`config.mk`:
```
export PLATFORM = sky130hd
export DESIGN_NAME = configurable_crc16_generate_check_top
export DESIGN_NICKNAME = d
export VERILOG_FILES = /design/src/rtl/ccrc16_pkg.sv /design/src/rtl/configurable_crc16_generate_check_top.sv /design/src/rtl/ccrc16_engine.sv
export VERILOG_INCLUDE_DIRS = /design/src /design/src/rtl
export SDC_FILE = /design/constraint.sdc
export NUM_CORES = 1
export LEC_CHECK = 0
export ABC_AREA = 0
export BUFFER_PORTS_ARGS = -buffer_cell sky130_fd_sc_hd__buf_2
export CAP_MARGIN = 20
export CORE_ASPECT_RATIO = 0.75
export CORE_MARGIN = 2
export CORE_UTILIZATION = 45
export CTS_CLUSTER_SIZE = 28
export DETAILED_ROUTE_END_ITERATION = 8
export PLACE_DENSITY = 0.73
export SYNTH_ARGS = -nofsm -noshare
export SYNTH_HDL_FRONTEND = slang
export SYNTH_SLANG_ARGS = --single-unit
```
`constraint.sdc`:
```
create_clock -name clock -period 10.3 [get_ports clock]
set_input_delay 0 -clock clock [delete_from_list [all_inputs] [get_ports clock]]
set_output_delay 0 -clock clock [all_outputs]
set_load 0.02 [all_outputs]
```
`src/rtl/configurable_crc16_generate_check_top_macros.svh`:
```
// Assertion macros for the configurable CRC-16 generator and checker.
`ifndef CONFIGURABLE_CRC16_GENERATE_CHECK_TOP_MACROS_SVH
`define CONFIGURABLE_CRC16_GENERATE_CHECK_TOP_MACROS_SVH

`ifndef NO_ASSERTIONS

// Clocked check, off while reset is high.
`define CCRC_ASSERT(lbl, clk, rst, prop, msg) \
   lbl: assert property (@(posedge clk) disable iff (rst) (prop)) else $error(msg);

// Clocked check that also holds during reset.
`define CCRC_ASSERT_ALWAYS(lbl, clk, prop, msg) \
   lbl: assert property (@(posedge clk) (prop)) else $error(msg);

`else

`define CCRC_ASSERT(lbl, clk, rst, prop, msg)
`define CCRC_ASSERT_ALWAYS(lbl, clk, prop, msg)

`endif

`endif

```
`src/rtl/ccrc16_pkg.sv`:
```
// Types, register map and CRC helper functions for the CRC-16 block.
`timescale 1ns / 1ps
`default_nettype none

package ccrc16_pkg;

   localparam int CSR_DATA_W = 32;
   localparam int CSR_ADDR_W = 5;

   // register indexes (byte address / 4)
   localparam logic [2:0] REG_POLY       = 3'd0;
   localparam logic [2:0] REG_START      = 3'd1;
   localparam logic [2:0] REG_FINAL_XOR  = 3'd2;
   localparam logic [2:0] REG_REFLECT_IN = 3'd3;
   localparam logic [2:0] REG_REFLECT_OUT = 3'd4;
   localparam logic [2:0] REG_HIGH_FIRST = 3'd5;

   localparam logic [15:0] POLY_RESET      = 16'h8005;
   localparam logic [15:0] START_RESET     = 16'hFFFF;
   localparam logic [15:0] FINAL_XOR_RESET = 16'h0000;
   localparam logic        REFLECT_IN_RESET  = 1'b1;
   localparam logic        REFLECT_OUT_RESET = 1'b1;
   localparam logic        HIGH_FIRST_RESET  = 1'b0;

   localparam logic [1:0] COUNT_MAX = 2'd3;

   typedef struct packed {
      logic [15:0] poly_value;
      logic [15:0] start_value;
      logic [15:0] final_xor;
      logic        reflect_in;
      logic        reflect_out;
      logic        high_byte_first;
   } cfg_type;

   typedef struct packed {
      logic        too_short;
      logic        check_ok;
      logic [7:0]  wire_second;
      logic [7:0]  wire_first;
      logic [15:0] crc_value;
   } result_type;

   function automatic logic [7:0] rev8(input logic [7:0] v);
      logic [7:0] r;
      for (int i = 0; i < 8; i++) begin
         r[i] = v[7-i];
      end
      return r;
   endfunction

   function automatic logic [15:0] rev16(input logic [15:0] v);
      logic [15:0] r;
      for (int i = 0; i < 16; i++) begin
         r[i] = v[15-i];
      end
      return r;
   endfunction

   // one byte through the bitwise CRC, MSB-first register
   function automatic logic [15:0] crc_feed(input logic [15:0] crc,
                                            input logic [7:0]  data_in,
                                            input logic [15:0] poly,
                                            input logic        refl);
      logic [15:0] c;
      logic [7:0]  d;
      d = refl ? rev8(data_in) : data_in;
      c = crc ^ {d, 8'h00};
      for (int i = 0; i < 8; i++) begin
         c = c[15] ? ({c[14:0], 1'b0} ^ poly) : {c[14:0], 1'b0};
      end
      return c;
   endfunction

   function automatic logic [15:0] crc_finish(input logic [15:0] crc,
                                              input logic        refl,
                                              input logic [15:0] fxor);
      return (refl ? rev16(crc) : crc) ^ fxor;
   endfunction

endpackage

`default_nettype wire

```
`src/rtl/configurable_crc16_generate_check_top.sv`:
```
// Top level: configurable CRC-16 generator/checker with APB registers and stream ports.
//
// Takes one message byte per cycle on the req_ stream while req_tready is high and
// gives one result item on rsp_ for every byte marked tlast. The whole CRC update
// (eight polynomial steps of the bitwise model, input/output reflection and final XOR)
// is combinational between the message state and the result register. A two-entry
// result buffer keeps req_tready high while one result waits; req_tready falls only
// when both entries are full. Generate mode feeds every byte; verify mode keeps the
// last two bytes as the received check and compares them in the byte order set by
// high_byte_first. Registers are at byte addresses 0x00 (poly), 0x04 (start), 0x08
// (final XOR), 0x0C (reflect in), 0x10 (reflect out) and 0x14 (high byte first);
// write them only while no message is in flight.
`timescale 1ns / 1ps
`default_nettype none

`include "configurable_crc16_generate_check_top_macros.svh"

module configurable_crc16_generate_check_top (
   input  wire logic                                clock,
   input  wire logic                                reset,
   // input stream
   input  wire logic                                req_tvalid,
   output logic                                     req_tready,
   input  wire logic [7:0]                          req_tdata,  // [7:0] data_byte
   input  wire logic                                req_tuser,  // [0] action
   input  wire logic                                req_tlast,  // last_byte
   // result stream
   output logic                                     rsp_tvalid,
   input  wire logic                                rsp_tready,
   output logic [31:0]                              rsp_tdata,  // [15:0] crc_value,
                                                                // [23:16] wire_first,
                                                                // [31:24] wire_second
   output logic [1:0]                               rsp_tuser,  // [0] check_ok,
                                                                // [1] too_short
   // register port
   input  wire logic                                csr_psel,
   input  wire logic                                csr_penable,
   input  wire logic                                csr_pwrite,
   input  wire logic [ccrc16_pkg::CSR_ADDR_W-1:0]   csr_paddr,
   input  wire logic [ccrc16_pkg::CSR_DATA_W-1:0]   csr_pwdata,
   output logic [ccrc16_pkg::CSR_DATA_W-1:0]        csr_prdata,
   output logic                                     csr_pready
);
   import ccrc16_pkg::*;

   cfg_type    cfg_ff, cfg_in;
   result_type result;
   result_type out_data_ff, out_data_in;
   result_type skid_data_ff, skid_data_in;
   logic       out_valid_ff, out_valid_in;
   logic       skid_valid_ff, skid_valid_in;

   logic       req_accept;
   logic       push;
   logic       pop;
   logic       csr_write;
   logic [2:0] csr_index;

   // ---------------- registers ----------------
   assign csr_pready = 1'b1;
   assign csr_write  = csr_psel && csr_penable && csr_pwrite && csr_pready;
   assign csr_index  = csr_paddr[4:2];

   always_comb begin
      cfg_in = cfg_ff;
      if (csr_write) begin
         case (csr_index)
            REG_POLY:        cfg_in.poly_value      = csr_pwdata[15:0];
            REG_START:       cfg_in.start_value     = csr_pwdata[15:0];
            REG_FINAL_XOR:   cfg_in.final_xor       = csr_pwdata[15:0];
            REG_REFLECT_IN:  cfg_in.reflect_in      = csr_pwdata[0];
            REG_REFLECT_OUT: cfg_in.reflect_out     = csr_pwdata[0];
            REG_HIGH_FIRST:  cfg_in.high_byte_first = csr_pwdata[0];
            default:         cfg_in = cfg_ff;
         endcase
      end
   end

   always_comb begin
      case (csr_index)
         REG_POLY:        csr_prdata = {16'h0000, cfg_ff.poly_value};
         REG_START:       csr_prdata = {16'h0000, cfg_ff.start_value};
         REG_FINAL_XOR:   csr_prdata = {16'h0000, cfg_ff.final_xor};
         REG_REFLECT_IN:  csr_prdata = {31'd0, cfg_ff.reflect_in};
         REG_REFLECT_OUT: csr_prdata = {31'd0, cfg_ff.reflect_out};
         REG_HIGH_FIRST:  csr_prdata = {31'd0, cfg_ff.high_byte_first};
         default:         csr_prdata = '0;
      endcase
   end

   always_ff @(posedge clock) begin
      if (reset) begin
         cfg_ff.poly_value      <= POLY_RESET;
         cfg_ff.start_value     <= START_RESET;
         cfg_ff.final_xor       <= FINAL_XOR_RESET;
         cfg_ff.reflect_in      <= REFLECT_IN_RESET;
         cfg_ff.reflect_out     <= REFLECT_OUT_RESET;
         cfg_ff.high_byte_first <= HIGH_FIRST_RESET;
      end else begin
         cfg_ff <= cfg_in;
      end
   end

   // ---------------- CRC engine ----------------
   assign req_tready = !skid_valid_ff;
   assign req_accept = req_tvalid && req_tready;

   ccrc16_engine u_engine (
      .clock     (clock),
      .reset     (reset),
      .cfg       (cfg_ff),
      .step_en   (req_accept),
      .action    (req_tuser),
      .data_byte (req_tdata),
      .last_byte (req_tlast),
      .result    (result)
   );

   // ---------------- result buffer ----------------
   assign push = req_accept && req_tlast;
   assign pop  = out_valid_ff && rsp_tready;

   always_comb begin
      out_valid_in  = out_valid_ff;
      out_data_in   = out_data_ff;
      skid_valid_in = skid_valid_ff;
      skid_data_in  = skid_data_ff;
      if (!out_valid_ff || pop) begin
         if (skid_valid_ff) begin
            // skid full means no push this cycle
            out_valid_in  = 1'b1;
            out_data_in   = skid_data_ff;
            skid_valid_in = 1'b0;
         end else begin
            out_valid_in  = push;
            out_data_in   = result;
         end
      end else if (push) begin
         skid_valid_in = 1'b1;
         skid_data_in  = result;
      end
   end

   always_ff @(posedge clock) begin
      if (reset) begin
         out_valid_ff  <= 1'b0;
         skid_valid_ff <= 1'b0;
      end else begin
         out_valid_ff  <= out_valid_in;
         skid_valid_ff <= skid_valid_in;
      end
      out_data_ff  <= out_data_in;
      skid_data_ff <= skid_data_in;
   end

   assign rsp_tvalid = out_valid_ff;
   assign rsp_tdata  = {out_data_ff.wire_second, out_data_ff.wire_first,
                        out_data_ff.crc_value};
   assign rsp_tuser  = {out_data_ff.too_short, out_data_ff.check_ok};

   // ---------------- checks ----------------
   `CCRC_ASSERT(a_skid_behind_out, clock, reset, !skid_valid_ff || out_valid_ff, "skid entry without output entry")
   `CCRC_ASSERT(a_last_gives_result, clock, reset, (push && !pop) |=> rsp_tvalid, "last item lost its result")
   `CCRC_ASSERT(a_ok_not_short, clock, reset, rsp_tvalid |-> !(rsp_tuser[0] && rsp_tuser[1]), "check_ok with too_short")

endmodule

`default_nettype wire

```
`src/rtl/ccrc16_engine.sv`:
```
// Per-message CRC state, held check bytes and the result of a last item.
`timescale 1ns / 1ps
`default_nettype none

module ccrc16_engine (
   input  wire logic                    clock,
   input  wire logic                    reset,
   input  wire ccrc16_pkg::cfg_type     cfg,
   input  wire logic                    step_en,
   input  wire logic                    action,
   input  wire logic [7:0]              data_byte,
   input  wire logic                    last_byte,
   output ccrc16_pkg::result_type       result
);
   import ccrc16_pkg::*;

   logic [15:0] crc_ff, crc_in;
   logic [7:0]  held0_ff, held0_in;
   logic [7:0]  held1_ff, held1_in;
   logic [1:0]  count_ff, count_in;

   logic [15:0] crc_base;
   logic [15:0] crc_next;
   logic [15:0] crc_out;
   logic [15:0] received;
   logic        do_feed;
   logic        short_msg;
   logic [7:0]  feed_data;

   always_comb begin
      crc_base  = (count_ff == 2'd0) ? cfg.start_value : crc_ff;
      // verify bytes lag by two: only the oldest held byte enters the CRC
      do_feed   = !action || (count_ff >= 2'd2);
      feed_data = action ? held0_ff : data_byte;
      crc_next  = do_feed ? crc_feed(crc_base, feed_data, cfg.poly_value, cfg.reflect_in)
                          : crc_base;
      crc_out   = crc_finish(crc_next, cfg.reflect_out, cfg.final_xor);
      received  = cfg.high_byte_first ? {held1_ff, data_byte} : {data_byte, held1_ff};
      short_msg = action && (count_ff <= 2'd1);

      result.crc_value   = crc_out;
      result.wire_first  = cfg.high_byte_first ? crc_out[15:8] : crc_out[7:0];
      result.wire_second = cfg.high_byte_first ? crc_out[7:0] : crc_out[15:8];
      result.too_short   = short_msg;
      result.check_ok    = action && !short_msg && (received == crc_out);
   end

   always_comb begin
      crc_in   = crc_ff;
      held0_in = held0_ff;
      held1_in = held1_ff;
      count_in = count_ff;
      if (step_en) begin
         if (last_byte) begin
            crc_in   = cfg.start_value;
            held0_in = 8'h00;
            held1_in = 8'h00;
            count_in = 2'd0;
         end else begin
            crc_in   = crc_next;
            held0_in = held1_ff;
            held1_in = data_byte;
            count_in = (count_ff == COUNT_MAX) ? COUNT_MAX : count_ff + 2'd1;
         end
      end
   end

   always_ff @(posedge clock) begin
      if (reset) begin
         crc_ff   <= START_RESET;
         held0_ff <= 8'h00;
         held1_ff <= 8'h00;
         count_ff <= 2'd0;
      end else begin
         crc_ff   <= crc_in;
         held0_ff <= held0_in;
         held1_ff <= held1_in;
         count_ff <= count_in;
      end
   end

endmodule

`default_nettype wire
```
==> summary.md <==
| Metric | Value |
|---|---|
| Outcome | finished, final reports clean |
| Clock buffer depth | 2 |
| Port Buffer Count | slightly below 90 |
| Synth cell types | 87 |
| Initial antenna violation count | 1 |
| DR iter-0 viols | 1312 |
| Via Count | about 11000 |
| Final Power | 2.05 mW |
| Clk Latency, worst-skew pair | 0.42 ns |
| Worst hold path class | input pin to register |
| Antenna viol nets, final | 0 |
| R2r setup slk | 2.19 ns |
| Post-Route Skew | about 0.016 ns |
| CP Max Fanout | 16 |
| Synth Instances | 1371 |
| Most used DFF post-synth | dfxtp_1 |
| Cell taking the most area after synthesis | edfxtp_1 |
| Die area | 0.0272 mm^2 |
| Residual DRC count | 0 |
| P&R area growth vs syn | 10.8% |
| Worst EP arrival | 8.33 ns |
| Hold_ws | 0.0446 ns |
| Met3 GRT Util | 7.62% |
| Synth area leaders | edfxtp_1 18%, dfxtp_1 15%, nand2_1 7.0%, mux2i_1 6.3%, xnor2_1 5.9% |
| Pwr/cell area | roughly 160 mW/mm^2 |
| Fmax | 123 MHz |
| Synthesis-stage register bit count | 155 |
| Crit Path Category | register to register |
| Busiest grt layer | met1 |
| Leak | ~4.8 nW |
| Detailed Routing Iterations Pass 1 | 5 |
| GPL Wtd Cong | 0.942 |
| FF-to-FF End | rsp_tuser[0]$_DFFE_PP_ |
| Largest net degree at the start of global routing | 55 |
| Register Area | 0.00378 mm^2 |
| Critical Path End Type | register |
| Die Y-Extent | 143 um |
| Number of H-tree levels | 4 |
| Fillers | 2362 |
| Number of flops mapped to enable cells by yosys | 68 |
| First-pass GRT wire length | 56000 um |
| Clock Pin Slew Worst Setup and Hold Paths | 0.06 ns |
| DP HPWL | 26000 um |
| Origin of the critical flop-to-flop path | cfg_ff[2]$_SDFFE_PP1P_ |
| RSZ-0062 raised after global routing | no |
| Period minus WS final | 8.11 ns |
| Total of max-cap violations | 0 |
| Synth Area per Inst | 8.49 um^2 |
| CTS Buf Count | 17 |
| Footprint of the multi-input gates | 0.00722 mm^2 |
| Gr usage total | 26.7% |
| Final period util | about four fifths |
| Total Wirelength | 36400 um |
| Maximum vdd drop | approximately 130 uV |
| GRT met2 Usage | a little under two fifths |
| Worst path required time | between 10 and 15 ns |
| CP endpoint | rsp_tuser[0]$_DFFE_PP_ |
| Slew headroom | a little over a quarter |
| IO Pins | around 120 |
| Layout Nets | ~1500 |
| Startpoint Class | register |
| Setup Total Neg Slack | 0 ns |
| Vias in the first global route | 9604 |
| Clock Sinks | roughly 160 |
| Cell Area, Synth | 0.0116 mm^2 |
| Grt ovf | 0 |
| Post-DR wirelength/cell | 20.8 um |
| Final setup fails | 0 |
| Initial Util | 46.2% |
| Layout cells sized above 1 | 15.4% |
| Synth warn | 0 |
| # rows | 50 |
| Reg2Reg Depth | 20 |
| TritonCTS clock tree | built |
| Average via count per standard cell | between 6 and 7 |
| Core area | 0.0252 mm^2 |
| Sequential area share after synthesis | 32.5% |
| Critical path launch point | cfg_ff[2]$_SDFFE_PP1P_ |
| Die X | 190 um |
| Least-Margin Pin Slew | 1.11 ns |
| Final Slew Violations | 0 |
| Met1 Use GR | 40.2% |
| Async set-reset flop share out of synthesis | 0% |
| Antenna fix cells | 0 |
| Clock root buffer | clkbuf_16 |
| Final Hold Viols | 0 |
| Post-synth top area share | 17.5% |
## cell families (layout without fill, tap and decap cells)
group	count (synthesis)	count (layout)	synth area share, %
AND/OR/NAND/NOR	476	476	18.6
AO/OA/AOI/OAI	335	335	19.1
buffers and inverters	164	194	6.15
flip-flops	155	155	32.5
XOR/XNOR	123	123	11.8
multiplexers	116	116	11.8
other	2	17	0.0645
## final cells by class
cell class / count / area share, %
timing repair buffer: 129 / 6.21
clock buffer: 18 / 3.33
clock inverter: 14 / 0.844
inverter: 33 / 0.961
tap: 338 / 3.28
multi-input combinational: 1067 / 56.0
sequential: 155 / 29.4
## worst min-delay path by stage
stage,end,cells after the start,slack [ns],from
detailed placement,cfg_ff[30]$_SDFFE_PP1P_,3,0.26,csr_pwdata[11]
floorplan,cfg_ff[35]$_SDFFE_PP1P_,2,0.12,csr_pwdata[0]
global route,u_engine.held1_ff[4]$_SDFFE_PP0P_,4,0.05,req_tdata[4]
global placement,cfg_ff[22]$_SDFFE_PP1P_,3,0.26,csr_pwdata[3]
finish,u_engine.held1_ff[2]$_SDFFE_PP0P_,4,0.04,req_tdata[2]
CTS,u_engine.held1_ff[2]$_SDFFE_PP0P_,4,0.01,req_tdata[2]
## Yosys cell counts (5+ instances only)
| library cell | count |
|---|---|
| a211oi_1 | 22 |
| a21oi_1 | 101 |
| a22o_1 | 6 |
| a31oi_1 | 9 |
| a32oi_1 | 8 |
| and2_1 | 5 |
| and3_1 | 27 |
| buf_1 | 7 |
| buf_2 | 8 |
| buf_4 | 18 |
| clkbuf_1 | 95 |
| dfxtp_1 | 87 |
| edfxtp_1 | 68 |
| inv_1 | 30 |
| mux2_2 | 29 |
| mux2i_1 | 73 |
| mux4_2 | 14 |
| nand2_1 | 217 |
| nand2b_1 | 10 |
| nand3_1 | 35 |
| nand4_1 | 11 |
| nor2_1 | 107 |
| nor2b_1 | 8 |
| nor3_1 | 21 |
| o2111ai_1 | 14 |
| o211a_1 | 5 |
| o211ai_1 | 24 |
| o21a_1 | 5 |
| o21ai_0 | 68 |
| o22ai_1 | 8 |
| o31ai_1 | 9 |
| or3_1 | 5 |
| or4_1 | 5 |
| xnor2_1 | 79 |
| xnor3_1 | 16 |
| xor2_1 | 22 |
## metrics by stage
step | cell area, um^2 | utilization [%] | setup slack, ns | instances
floorplan | 11700 | - | 4.15 | 1386
global route | 12900 | 51.1 | 1.74 | 1754
global placement | 12200 | 48.2 | 2.58 | 1702
detailed placement | 12200 | 48.2 | 2.38 | 1702
finish | 12900 | 51.1 | 2.19 | 1754
CTS | 12900 | 51.1 | 2.37 | 1754
## cell usage in the layout (no fill, tap or decap), drive strengths merged, types with 16 or more instances in the layout
master | synthesis | final
and3 | 27 | 27
clkbuf | 95 | 18
dfxtp | 87 | 87
nand2 | 217 | 217
xnor2 | 83 | 83
o211ai | 25 | 25
edfxtp | 68 | 68
buf | 36 | 109
inv | 31 | 37
nor3 | 23 | 23
xor2 | 22 | 22
mux2 | 29 | 29
dlygate4sd3 | 0 | 20
a21oi | 102 | 102
xnor3 | 16 | 16
conb | 2 | 17
nor2 | 108 | 108
o21ai | 71 | 71
nand3 | 35 | 35
mux2i | 73 | 73
a211oi | 24 | 24
## registers in the layout, indices dropped and copies added, names as in the netlist
name / count
u_engine.held1_ff: 8
u_engine.count_ff: 2
rsp_tuser: 2
u_engine.crc_ff: 16
rsp_tvalid: 1
rsp_tdata: 32
u_engine.held0_ff: 8
skid_valid_ff: 1
skid_data_ff: 34
cfg_ff: 51
## metal layers
| metal | up-vias | part of all wire, % |
|---|---|---|
| met5 | - | 0.036 |
| met4 | 2 | 1.4 |
| met3 | 43 | 13 |
| met2 | 630 | 42 |
| met1 | 5172 | 44 |
| li1 | 4983 | - |
## power breakdown
part | switching (mW) | internal (mW) | leakage, nW
Clock | 0.271 | 0.312 | 0.252
Sequential | 0.0170 | 0.706 | 1.33
Combinational | 0.461 | 0.278 | 3.18
## repair_timing
action	in CTS	in global routing
setup buffers	0	0
setup endpoints to repair	0	0
hold buffers	20	0
resized for setup	0	0
hold endpoints to repair	56	0
## worst max-delay path, cell delays in order (launching register included)
cell	delay [ns]
dfxtp_1	0.32
buf_4	0.23
mux4_2	0.55
a21bo_2	0.39
and2_1	0.52
xnor3_1	0.53
o22ai_1	0.34
xor2_1	0.30
a221o_1	0.41
a21oi_1	0.68
a211o_1	0.24
nand4_1	0.54
a21oi_1	0.34
xor3_1	0.33
mux4_2	0.51
xor2_1	0.42
inv_1	0.21
or4_1	0.43
nand4_1	0.09
o211ai_1	0.13
o41ai_2	0.37
Power figures use the tool's default switching activity.
